**src/hdl/lcc_pkg.sv**
```systemverilog
package lcc_pkg;

    localparam int IN_W       = 54;
    localparam int KIND_W     = 2;
    localparam int CNT_W      = 5;
    localparam int NDIG       = 17;            // 54-bit value holds at most 17 digits
    localparam int BCD_W      = 4 * NDIG;
    localparam int DD_STEPS   = 6;             // shift-add steps per stage
    localparam int DD_STAGES  = IN_W / DD_STEPS;
    localparam int GRP_SZ     = 6;
    localparam int NGRP       = (NDIG + GRP_SZ - 1) / GRP_SZ;
    localparam int GRP_W      = 6;             // 6 digits * 9 fits 6 bits
    localparam int SUM_W      = 8;             // 17 digits * 9 fits 8 bits
    localparam int MAX_DIGITS = 16;

    localparam logic [KIND_W-1:0] KIND_INVALID  = 2'd0;
    localparam logic [KIND_W-1:0] KIND_PREFIX3X = 2'd1;
    localparam logic [KIND_W-1:0] KIND_PREFIX5X = 2'd2;
    localparam logic [KIND_W-1:0] KIND_PREFIX4  = 2'd3;

    // doubled digit with its two digits added
    function automatic logic [3:0] luhn_dbl(input logic [3:0] d);
        logic [3:0] r;
        unique case (d)
            4'd0:    r = 4'd0;
            4'd1:    r = 4'd2;
            4'd2:    r = 4'd4;
            4'd3:    r = 4'd6;
            4'd4:    r = 4'd8;
            4'd5:    r = 4'd1;
            4'd6:    r = 4'd3;
            4'd7:    r = 4'd5;
            4'd8:    r = 4'd7;
            4'd9:    r = 4'd9;
            default: r = 4'd0;
        endcase
        return r;
    endfunction

    // one double-dabble step: correct digits >= 5, then shift left
    function automatic logic [BCD_W+IN_W-1:0] dd_step(input logic [BCD_W-1:0] bcd,
                                                      input logic [IN_W-1:0]  bin);
        logic [BCD_W-1:0] adj;
        adj = bcd;
        for (int k = 0; k < NDIG; k++) begin
            if (adj[4*k +: 4] >= 4'd5) begin
                adj[4*k +: 4] = adj[4*k +: 4] + 4'd3;
            end
        end
        return {adj, bin} << 1;
    endfunction

    function automatic logic is_mult10(input logic [SUM_W-1:0] s);
        logic hit;
        hit = 1'b0;
        for (int k = 0; k * 10 < (1 << SUM_W); k++) begin
            hit = hit | (s == SUM_W'(10 * k));
        end
        return hit;
    endfunction

endpackage

```
**src/hdl/lcc_if.sv**
```systemverilog
interface lcc_in_if;
    import lcc_pkg::*;
    logic              valid;
    logic              ready;
    logic [IN_W-1:0]   card_number;

    modport source (output valid, output card_number, input ready);
    modport sink   (input valid, input card_number, output ready);
endinterface

interface lcc_out_if;
    import lcc_pkg::*;
    logic              valid;
    logic              ready;
    logic [KIND_W-1:0] card_kind;
    logic              luhn_ok;
    logic [CNT_W-1:0]  digit_count;

    modport source (output valid, output card_kind, output luhn_ok, output digit_count,
                    input ready);
    modport sink   (input valid, input card_kind, input luhn_ok, input digit_count,
                    output ready);
endinterface

```
**src/hdl/luhn_card_number_classifier.sv**
```systemverilog
// Throughput: one item per cycle unless result.ready stalls the output; the
// binary-to-decimal conversion runs as a 9-stage pipeline of 6 shift-add steps
// each, then 2 stages of digit sum and classification. Per-stage valid bits
// let a stall fill bubbles upstream.
// Reset (rst_n low, asynchronous) clears all stage valid bits; no result shows.
module luhn_card_number_classifier
    import lcc_pkg::*;
(
    input  logic      clk,
    input  logic      rst_n,
    lcc_in_if.sink    card,
    lcc_out_if.source result
);

    localparam int NST = DD_STAGES + 2;
    localparam int S1  = DD_STAGES;
    localparam int S2  = DD_STAGES + 1;

    logic [NST-1:0]   vld_reg;
    logic [NST-1:0]   rdy;

    logic [BCD_W-1:0] dd_bcd_reg [DD_STAGES];
    logic [IN_W-1:0]  dd_bin_reg [DD_STAGES];

    logic [GRP_W-1:0]  s1_grp_reg [NGRP];
    logic [GRP_W-1:0]  s1_grp_next [NGRP];
    logic [CNT_W-1:0]  s1_cnt_reg, s1_cnt_next;
    logic [KIND_W-1:0] s1_cand_reg, s1_cand_next;

    logic [KIND_W-1:0] out_kind_reg, out_kind_next;
    logic              out_ok_reg, out_ok_next;
    logic [CNT_W-1:0]  out_cnt_reg;

    // a stage takes new data when it is empty or its content moves on
    always_comb begin
        rdy[NST-1] = !vld_reg[NST-1] || result.ready;
        for (int i = NST - 2; i >= 0; i--) begin
            rdy[i] = !vld_reg[i] || rdy[i+1];
        end
    end

    assign card.ready = rdy[0];

    always_ff @(posedge clk or negedge rst_n) begin
        if (!rst_n) begin
            vld_reg <= '0;
        end
        else begin
            if (rdy[0]) begin
                vld_reg[0] <= card.valid;
            end
            for (int i = 1; i < NST; i++) begin
                if (rdy[i]) begin
                    vld_reg[i] <= vld_reg[i-1];
                end
            end
        end
    end

    // binary to decimal conversion pipeline
    for (genvar g = 0; g < DD_STAGES; g++) begin : g_dd
        logic [BCD_W+IN_W-1:0] acc;
        logic                  load;

        if (g == 0) begin : g_first
            always_comb begin
                acc  = {{BCD_W{1'b0}}, card.card_number};
                load = card.valid && rdy[0];
                for (int s = 0; s < DD_STEPS; s++) begin
                    acc = dd_step(acc[BCD_W+IN_W-1 -: BCD_W], acc[IN_W-1:0]);
                end
            end
        end
        else begin : g_rest
            always_comb begin
                acc  = {dd_bcd_reg[g-1], dd_bin_reg[g-1]};
                load = vld_reg[g-1] && rdy[g];
                for (int s = 0; s < DD_STEPS; s++) begin
                    acc = dd_step(acc[BCD_W+IN_W-1 -: BCD_W], acc[IN_W-1:0]);
                end
            end
        end

        always_ff @(posedge clk) begin
            if (load) begin
                dd_bcd_reg[g] <= acc[BCD_W+IN_W-1 -: BCD_W];
                dd_bin_reg[g] <= acc[IN_W-1:0];
            end
        end
    end

    // digit stage: partial Luhn sums, digit count, issuer candidate
    always_comb begin
        logic [BCD_W-1:0] d;
        logic [3:0]       c;
        d = dd_bcd_reg[DD_STAGES-1];
        for (int gi = 0; gi < NGRP; gi++) begin
            s1_grp_next[gi] = '0;
            for (int k = 0; k < GRP_SZ; k++) begin
                if (gi * GRP_SZ + k < NDIG) begin
                    c = ((gi * GRP_SZ + k) % 2 == 1) ? luhn_dbl(d[4*(gi*GRP_SZ+k) +: 4])
                                                     : d[4*(gi*GRP_SZ+k) +: 4];
                    s1_grp_next[gi] = s1_grp_next[gi] + GRP_W'(c);
                end
            end
        end

        s1_cnt_next = '0;
        for (int j = 0; j < NDIG; j++) begin
            if (d[4*j +: 4] != 4'd0) begin
                s1_cnt_next = CNT_W'(j + 1);
            end
        end

        // lengths other than 13, 15 and 16 stay invalid
        s1_cand_next = KIND_INVALID;
        if (s1_cnt_next <= CNT_W'(MAX_DIGITS)) begin
            if (s1_cnt_next == CNT_W'(16)) begin
                if (d[4*15 +: 4] == 4'd5 && d[4*14 +: 4] >= 4'd1 &&
                    d[4*14 +: 4] <= 4'd5) begin
                    s1_cand_next = KIND_PREFIX5X;
                end
                else if (d[4*15 +: 4] == 4'd4) begin
                    s1_cand_next = KIND_PREFIX4;
                end
            end
            else if (s1_cnt_next == CNT_W'(15)) begin
                if (d[4*14 +: 4] == 4'd3 &&
                    (d[4*13 +: 4] == 4'd4 || d[4*13 +: 4] == 4'd7)) begin
                    s1_cand_next = KIND_PREFIX3X;
                end
            end
            else if (s1_cnt_next == CNT_W'(13)) begin
                if (d[4*12 +: 4] == 4'd4) begin
                    s1_cand_next = KIND_PREFIX4;
                end
            end
        end
    end

    always_ff @(posedge clk) begin
        if (vld_reg[S1-1] && rdy[S1]) begin
            for (int gi = 0; gi < NGRP; gi++) begin
                s1_grp_reg[gi] <= s1_grp_next[gi];
            end
            s1_cnt_reg  <= s1_cnt_next;
            s1_cand_reg <= s1_cand_next;
        end
    end

    // final sum and check, output register
    always_comb begin
        logic [SUM_W-1:0] total;
        total = '0;
        for (int gi = 0; gi < NGRP; gi++) begin
            total = total + SUM_W'(s1_grp_reg[gi]);
        end
        out_ok_next   = is_mult10(total);
        out_kind_next = out_ok_next ? s1_cand_reg : KIND_INVALID;
    end

    always_ff @(posedge clk) begin
        if (vld_reg[S2-1] && rdy[S2]) begin
            out_kind_reg <= out_kind_next;
            out_ok_reg   <= out_ok_next;
            out_cnt_reg  <= s1_cnt_reg;
        end
    end

    assign result.valid       = vld_reg[S2];
    assign result.card_kind   = out_kind_reg;
    assign result.luhn_ok     = out_ok_reg;
    assign result.digit_count = out_cnt_reg;

endmodule

```
**src/flat_wrapper.sv**
```systemverilog
// flat-port wrapper written by rule: the top's interface ports become plain ports
module luhn_card_number_classifier_flat import lcc_pkg::*;
  (clk, rst_n, card_valid, card_card_number, card_ready, result_valid, result_card_kind, result_luhn_ok, result_digit_count, result_ready);
  lcc_in_if card_i ();
  lcc_out_if result_i ();
  input  logic clk;
  input  logic rst_n;
  input wire logic [$bits(card_i.valid)-1:0] card_valid;
  input wire logic [$bits(card_i.card_number)-1:0] card_card_number;
  output wire logic [$bits(card_i.ready)-1:0] card_ready;
  output wire logic [$bits(result_i.valid)-1:0] result_valid;
  output wire logic [$bits(result_i.card_kind)-1:0] result_card_kind;
  output wire logic [$bits(result_i.luhn_ok)-1:0] result_luhn_ok;
  output wire logic [$bits(result_i.digit_count)-1:0] result_digit_count;
  input wire logic [$bits(result_i.ready)-1:0] result_ready;
  assign card_i.valid = card_valid;
  assign card_i.card_number = card_card_number;
  assign card_ready = card_i.ready;
  assign result_valid = result_i.valid;
  assign result_card_kind = result_i.card_kind;
  assign result_luhn_ok = result_i.luhn_ok;
  assign result_digit_count = result_i.digit_count;
  assign result_i.ready = result_ready;
  luhn_card_number_classifier u_core (.clk(clk), .rst_n(rst_n), .card(card_i), .result(result_i));
endmodule
```
**config.mk**
```make
export PLATFORM = sky130hd
export DESIGN_NAME = luhn_card_number_classifier_flat
export DESIGN_NICKNAME = d
export VERILOG_FILES = /design/src/hdl/lcc_pkg.sv /design/src/hdl/lcc_if.sv /design/src/hdl/luhn_card_number_classifier.sv /design/src/flat_wrapper.sv
export SDC_FILE = /design/constraint.sdc
export NUM_CORES = 2
export LEC_CHECK = 0
export BUFFER_PORTS_ARGS = -buffer_cell sky130_fd_sc_hd__buf_4
export CELL_PAD_IN_SITES_DETAIL_PLACEMENT = 1
export CELL_PAD_IN_SITES_GLOBAL_PLACEMENT = 1
export CORE_MARGIN = 2
export CORE_UTILIZATION = 56
export DETAILED_ROUTE_END_ITERATION = 10
export GPL_TIMING_DRIVEN = 0
export PLACE_DENSITY = 0.95
export REMOVE_ABC_BUFFERS = 1
export SETUP_SLACK_MARGIN = 0.15
export SLEW_MARGIN = 20
export SYNTH_ARGS = -nofsm -noshare
export SYNTH_HDL_FRONTEND = slang
export SYNTH_SLANG_ARGS = --single-unit
```
**constraint.sdc**
```tcl
create_clock -name clk -period 19.4 [get_ports clk]
set_input_delay 3.88 -clock clk [delete_from_list [all_inputs] [get_ports clk]]
set_output_delay 3.88 -clock clk [all_outputs]
set_load 0.02 [all_outputs]
```
# ---- Word-level counts from Yosys, hierarchy flattened
# Memories as Yosys holds them, arrays and structs flattened.
# Index checks and enable logic that the tools add are counted.
dict set report totals {
  reg_bits 26
  ram_bits 1062
  rom_bits 512
  output_inout_bits 10
  elab_cells 2697
  memories 11
}
# name depth width read_ports rd_ports_with_merged_regs wr line_no
set mem_list {}
lappend mem_list {u_core.dd_bcd_reg 9 68 9 0 9 luhn_card_number_classifier.sv:22} ;# logic [BCD_W-1:0] dd_bcd_reg [DD_STAGES];
lappend mem_list {u_core.dd_bin_reg 9 48 8 0 9 luhn_card_number_classifier.sv:23} ;# logic [IN_W-1:0] dd_bin_reg [DD_STAGES];
lappend mem_list {{(no name shown)} 16 4 1 0 0 lcc_pkg.sv:24} ;# unique case (d)
lappend mem_list {{(no name shown)} 16 4 1 0 0 lcc_pkg.sv:24}
lappend mem_list {{(no name shown)} 16 4 1 0 0 lcc_pkg.sv:24}
lappend mem_list {{(no name shown)} 16 4 1 0 0 lcc_pkg.sv:24}
lappend mem_list {{5 more memories} n/a n/a n/a n/a n/a n/a}
dict set report op_classes {
  addsub 847
  n_lt_le_gt_ge 834
  eq_ne 34
  mux 875
  bitwise 25
  reduce_logical 55
}
# op n
set ops {}
lappend ops {{$ge 4x3->1 const B} 826}
lappend ops {{$mux 4} 789}
lappend ops {{$add 4x2->4 const B} 778}
lappend ops {{$mux 3} 54}
lappend ops {{$add 3x2->3 const B} 48}
lappend ops {{$eq 8x8->1 const B} 13}
lappend ops {{$reduce_bool 4->1} 17}
lappend ops {{$add 6x4->6} 11}
lappend ops {{$eq 8x7->1 const B} 6}
lappend ops {{$or 1x1->1} 25}
lappend ops {{$eq 8x6->1 const B} 3}
lappend ops {{$mux 1} 22}
lappend ops {{$eq 4x3->1 const B} 5}
lappend ops {{$eq 8x5->1 const B} 2}
lappend ops {{$mux 2} 8}
lappend ops {{$add 4x4->5} 3}
lappend ops {{$logic_and 1x1->1} 14}
lappend ops {{$add 1x2->3 const B} 4}
lappend ops {{$ge 1x3->1 const B} 4}
lappend ops {{$logic_or 1x1->1} 12}
lappend ops {{$logic_not 1->1} 11}
lappend ops {{$eq 5x4->1 const B} 2}
lappend ops {{$mux 5} 2}
lappend ops {{$add 8x6->8} 1}
lappend ops {{10 further kinds} 10}

# ---- Logic depth before layout (Yosys ltp)
# An unclocked memory read counts as a cell.
dict set report logic_depth {
  ltp_word 29
  ltp_mapped 37
  ltp_nobuf 37
}

# ---- Worst setup path after synthesis
# OpenSTA, ideal clock, no wires.
dict set report synth_timing {
  kind {input to output}
  start {input result_ready}
  end {output card_ready}
  t_arrival_ps 5035
  required_time_ps 15520
  slack_ps 10485
  stages 6
  path_buffers 0
  cell_sequence {nor2b_1 nand3_1 nor2_1 nand3_1 nor2_1 nand4_1}
}
dict set report synth_via {
  elab_chain_len 11
}
# item line_no
set synth_rtl {}
lappend synth_rtl {{from (decl)} flat_wrapper.sv:15} ;# input wire logic [$bits(result_i.ready)-1:0] result_ready;
lappend synth_rtl {{$logic_or 1x1->1} luhn_card_number_classifier.sv:36} ;# rdy[NST-1] = !vld_reg[NST-1] || result.ready;
lappend synth_rtl {{$logic_or 1x1->1 (10 in a row)} luhn_card_number_classifier.sv:38} ;# rdy[i] = !vld_reg[i] || rdy[i+1];
lappend synth_rtl {{to (decl)} flat_wrapper.sv:10} ;# output wire logic [$bits(card_i.ready)-1:0] card_ready;
# Every way passes these cells.

# ---- Final worst setup path
# Ends and elaborated chain as after synthesis.

==> metrics.txt <==
outcome complete, no violations; I/O pin count 68; Antenna Violating Nets Remaining 0; GP Congestion 0.838; Post-synth EDFFs 597; Hold Path Sink u_core.dd_bin_reg[0][277]; DRT Wirelength 286000 microns; start point of the critical path result_ready; fin area 82200 sq um; Worst R2R Path Depth 33; max layer used met5; vias in the first global route 84000; post-synth cell types 138; fraction of registers with async set/reset 0.0181; Final Hold Fails 0; fill count 15400; Initial Utilization 0.565; r2r endpoint u_core.dd_bcd_reg[0][494]; Worst Path Max Fanout 5; Slew HR 0.320; setup bufs post-CTS 0; Crit-path slowest cell nor2_1; routed wl met2 146000 microns; CTS tree yes; clock sink count 608; Remaining DRCs 0; total number of vias 74000; fmax 0.0987 GHz; Worst Min Path Start u_core.dd_bin_reg[0][223]; DRT Pass-1 Iters 8; placed cells 10500; Setup Viol. Count Final 0; post-CTS sizing 0; TritonCTS buffer count 77; Layout Cells excl Fill 10600; Max Cap Violations 0; dpl cell area 79500 sq um; clock-pin slew of the registers on the worst-case setup and hold paths 60 ps; Root Driver clkbuf_16; first-pass GRT wire length 456000 microns; synthesized instance count 8633; Setup CP Type in2out; CP Data Arrival Time 6250 ps; hold-fix buffers at CTS 0; most frequent cells in the layout ha_1, inv_1, mux2i_1; hpwl dp 173000 microns; synth warn 0; Via density 6.98; Worst Tran Pin Value 994 ps; met3 WL 17100 microns; crit path cell chain buf_4 -> nor2b_1 -> nand3_1 -> nor2_1 -> nand3_1 -> nor2_1 -> nand4_1 -> buf_4; Crit. End Element output pin; pin count of the biggest net entering global routing 55; Multi-input gate area 54400 sq um; mapped cell area 76600 sq um; unrepaired setup endpoints after global routing no; Worst path max stage delay 540 ps; sequential fraction of the synthesis area 0.238; r2r startpoint u_core.dd_bcd_reg[0][424]; Worst Skew 35.5 ps; fin. max-slew vios 0; WHS Path Cells 0; CTS Buffer Depth 3; I/O Buffers 67; TNS Setup 0 ps; die area 140000 sq um; Final min period 10130 ps; worst reg2reg setup slack 9930 ps; htree depth 3; Post-Syn Area per Cell 8.88 sq um; worst skew pair latency 770 ps; share of cells above drive strength 1 0.0918; WP data required 15520 ps; standard-cell rows 135; post-synthesis register bit count 608; die height 374 microns; core area 136000 sq um; grt total ovfl 0; Die W 374 microns; fin crit share 0.522; max FFs per register 348; Worst setup SP type input port; hold crit path type reg2reg; Layout Nets 9817; Area Growth Syn to Fin 7.28%; Initial DRC Count 5786; wire length on met1 95200 microns; Total GRT Usage 0.397; most common cell after layout, fill and taps aside ha_1; most common flop cell mapped by yosys edfxtp_1; initial antenna violation count 2; Register Area 18200 sq um; routed len/inst 27.0 microns
==> critical path: cells and delay by family <==
kind | cells | cell delay [ps]
buf+inv | 2 | 340
simple gates | 6 | 2020
==> how the worst max path moves through the flow <==
stage	end
final	card_ready
after global routing	card_ready
after CTS	card_ready
after detailed placement	card_ready
after global placement	u_core.dd_bcd_reg[0][308]
after floorplan	card_ready
==> kinds of logic (layout without fill, tap and decap cells) <==
| kind of cell | after synthesis | after routing | synth area share |
|---|---|---|---|
| other cells | 0 | 1 | 0 |
| mux | 934 | 934 | 0.129 |
| buf+inv | 1076 | 1254 | 0.0532 |
| flops | 608 | 608 | 0.238 |
| compound gates | 2181 | 2181 | 0.198 |
| simple gates | 2369 | 2369 | 0.161 |
| xor+xnor | 454 | 454 | 0.0524 |
| fa+ha+maj | 1011 | 1011 | 0.169 |
==> per-layer routing <==
| metal | up-vias | global-route usage |
|---|---|---|
| li1 | 31300 | - |
| met1 | 35900 | 0.370 |
| met5 | - | 0 |
| met3 | 2254 | 0.0837 |
| met4 | 2 | 0.353 |
| met2 | 4499 | 0.728 |
==> cells in the mapped netlist (28+ instances only) <==
cell type,instances,area share
a211o_1,54,0.0062
a211oi_1,67,0.0066
a21boi_0,31,0.0030
a21boi_1,48,0.0047
a21o_1,134,0.013
a21oi_1,470,0.031
a21oi_2,38,0.0043
a221oi_1,28,0.0032
a22oi_1,35,0.0034
a31oi_1,54,0.0044
and2_1,70,0.0057
and3_1,46,0.0038
edfxtp_1,597,0.23
fa_1,37,0.0097
ha_1,974,0.16
inv_1,967,0.047
inv_2,64,0.0031
mux2_2,281,0.041
mux2i_1,603,0.079
nand2_1,519,0.025
nand2b_1,426,0.035
nand3_1,103,0.0067
nor2_1,494,0.024
nor2b_1,250,0.020
nor3_1,149,0.0097
nor3b_1,79,0.0077
o211ai_1,86,0.0084
o21a_1,121,0.012
o21ai_0,323,0.021
o21ai_1,157,0.010
o21bai_1,48,0.0047
o22ai_1,52,0.0042
or3_1,39,0.0032
xnor2_1,393,0.045
xor2_1,56,0.0064
==> area by class of cell <==
class,instances,share of cell area
timing repair buffer,80,0.0101
multi-input combinational,6949,0.662
antenna,1,0.0000304
clock inverter,47,0.00747
sequential,608,0.221
clock buffer,95,0.0250
inverter,1032,0.0471
tap,1781,0.0271
==> metrics by stage <==
step / util / worst slack (ps) / hold slack [ps]
final: 0.606 / 9270 / 407
after global routing: 0.606 / 9140 / 412
after CTS: 0.606 / 9300 / 409
after detailed placement: 0.586 / 9590 / 405
after global placement: 0.584 / 9290 / 402
after floorplan: - / 10480 / 400
Power is not shown: default switching activity piles up to over one toggle a cycle in this logic, so the estimate is an artifact.
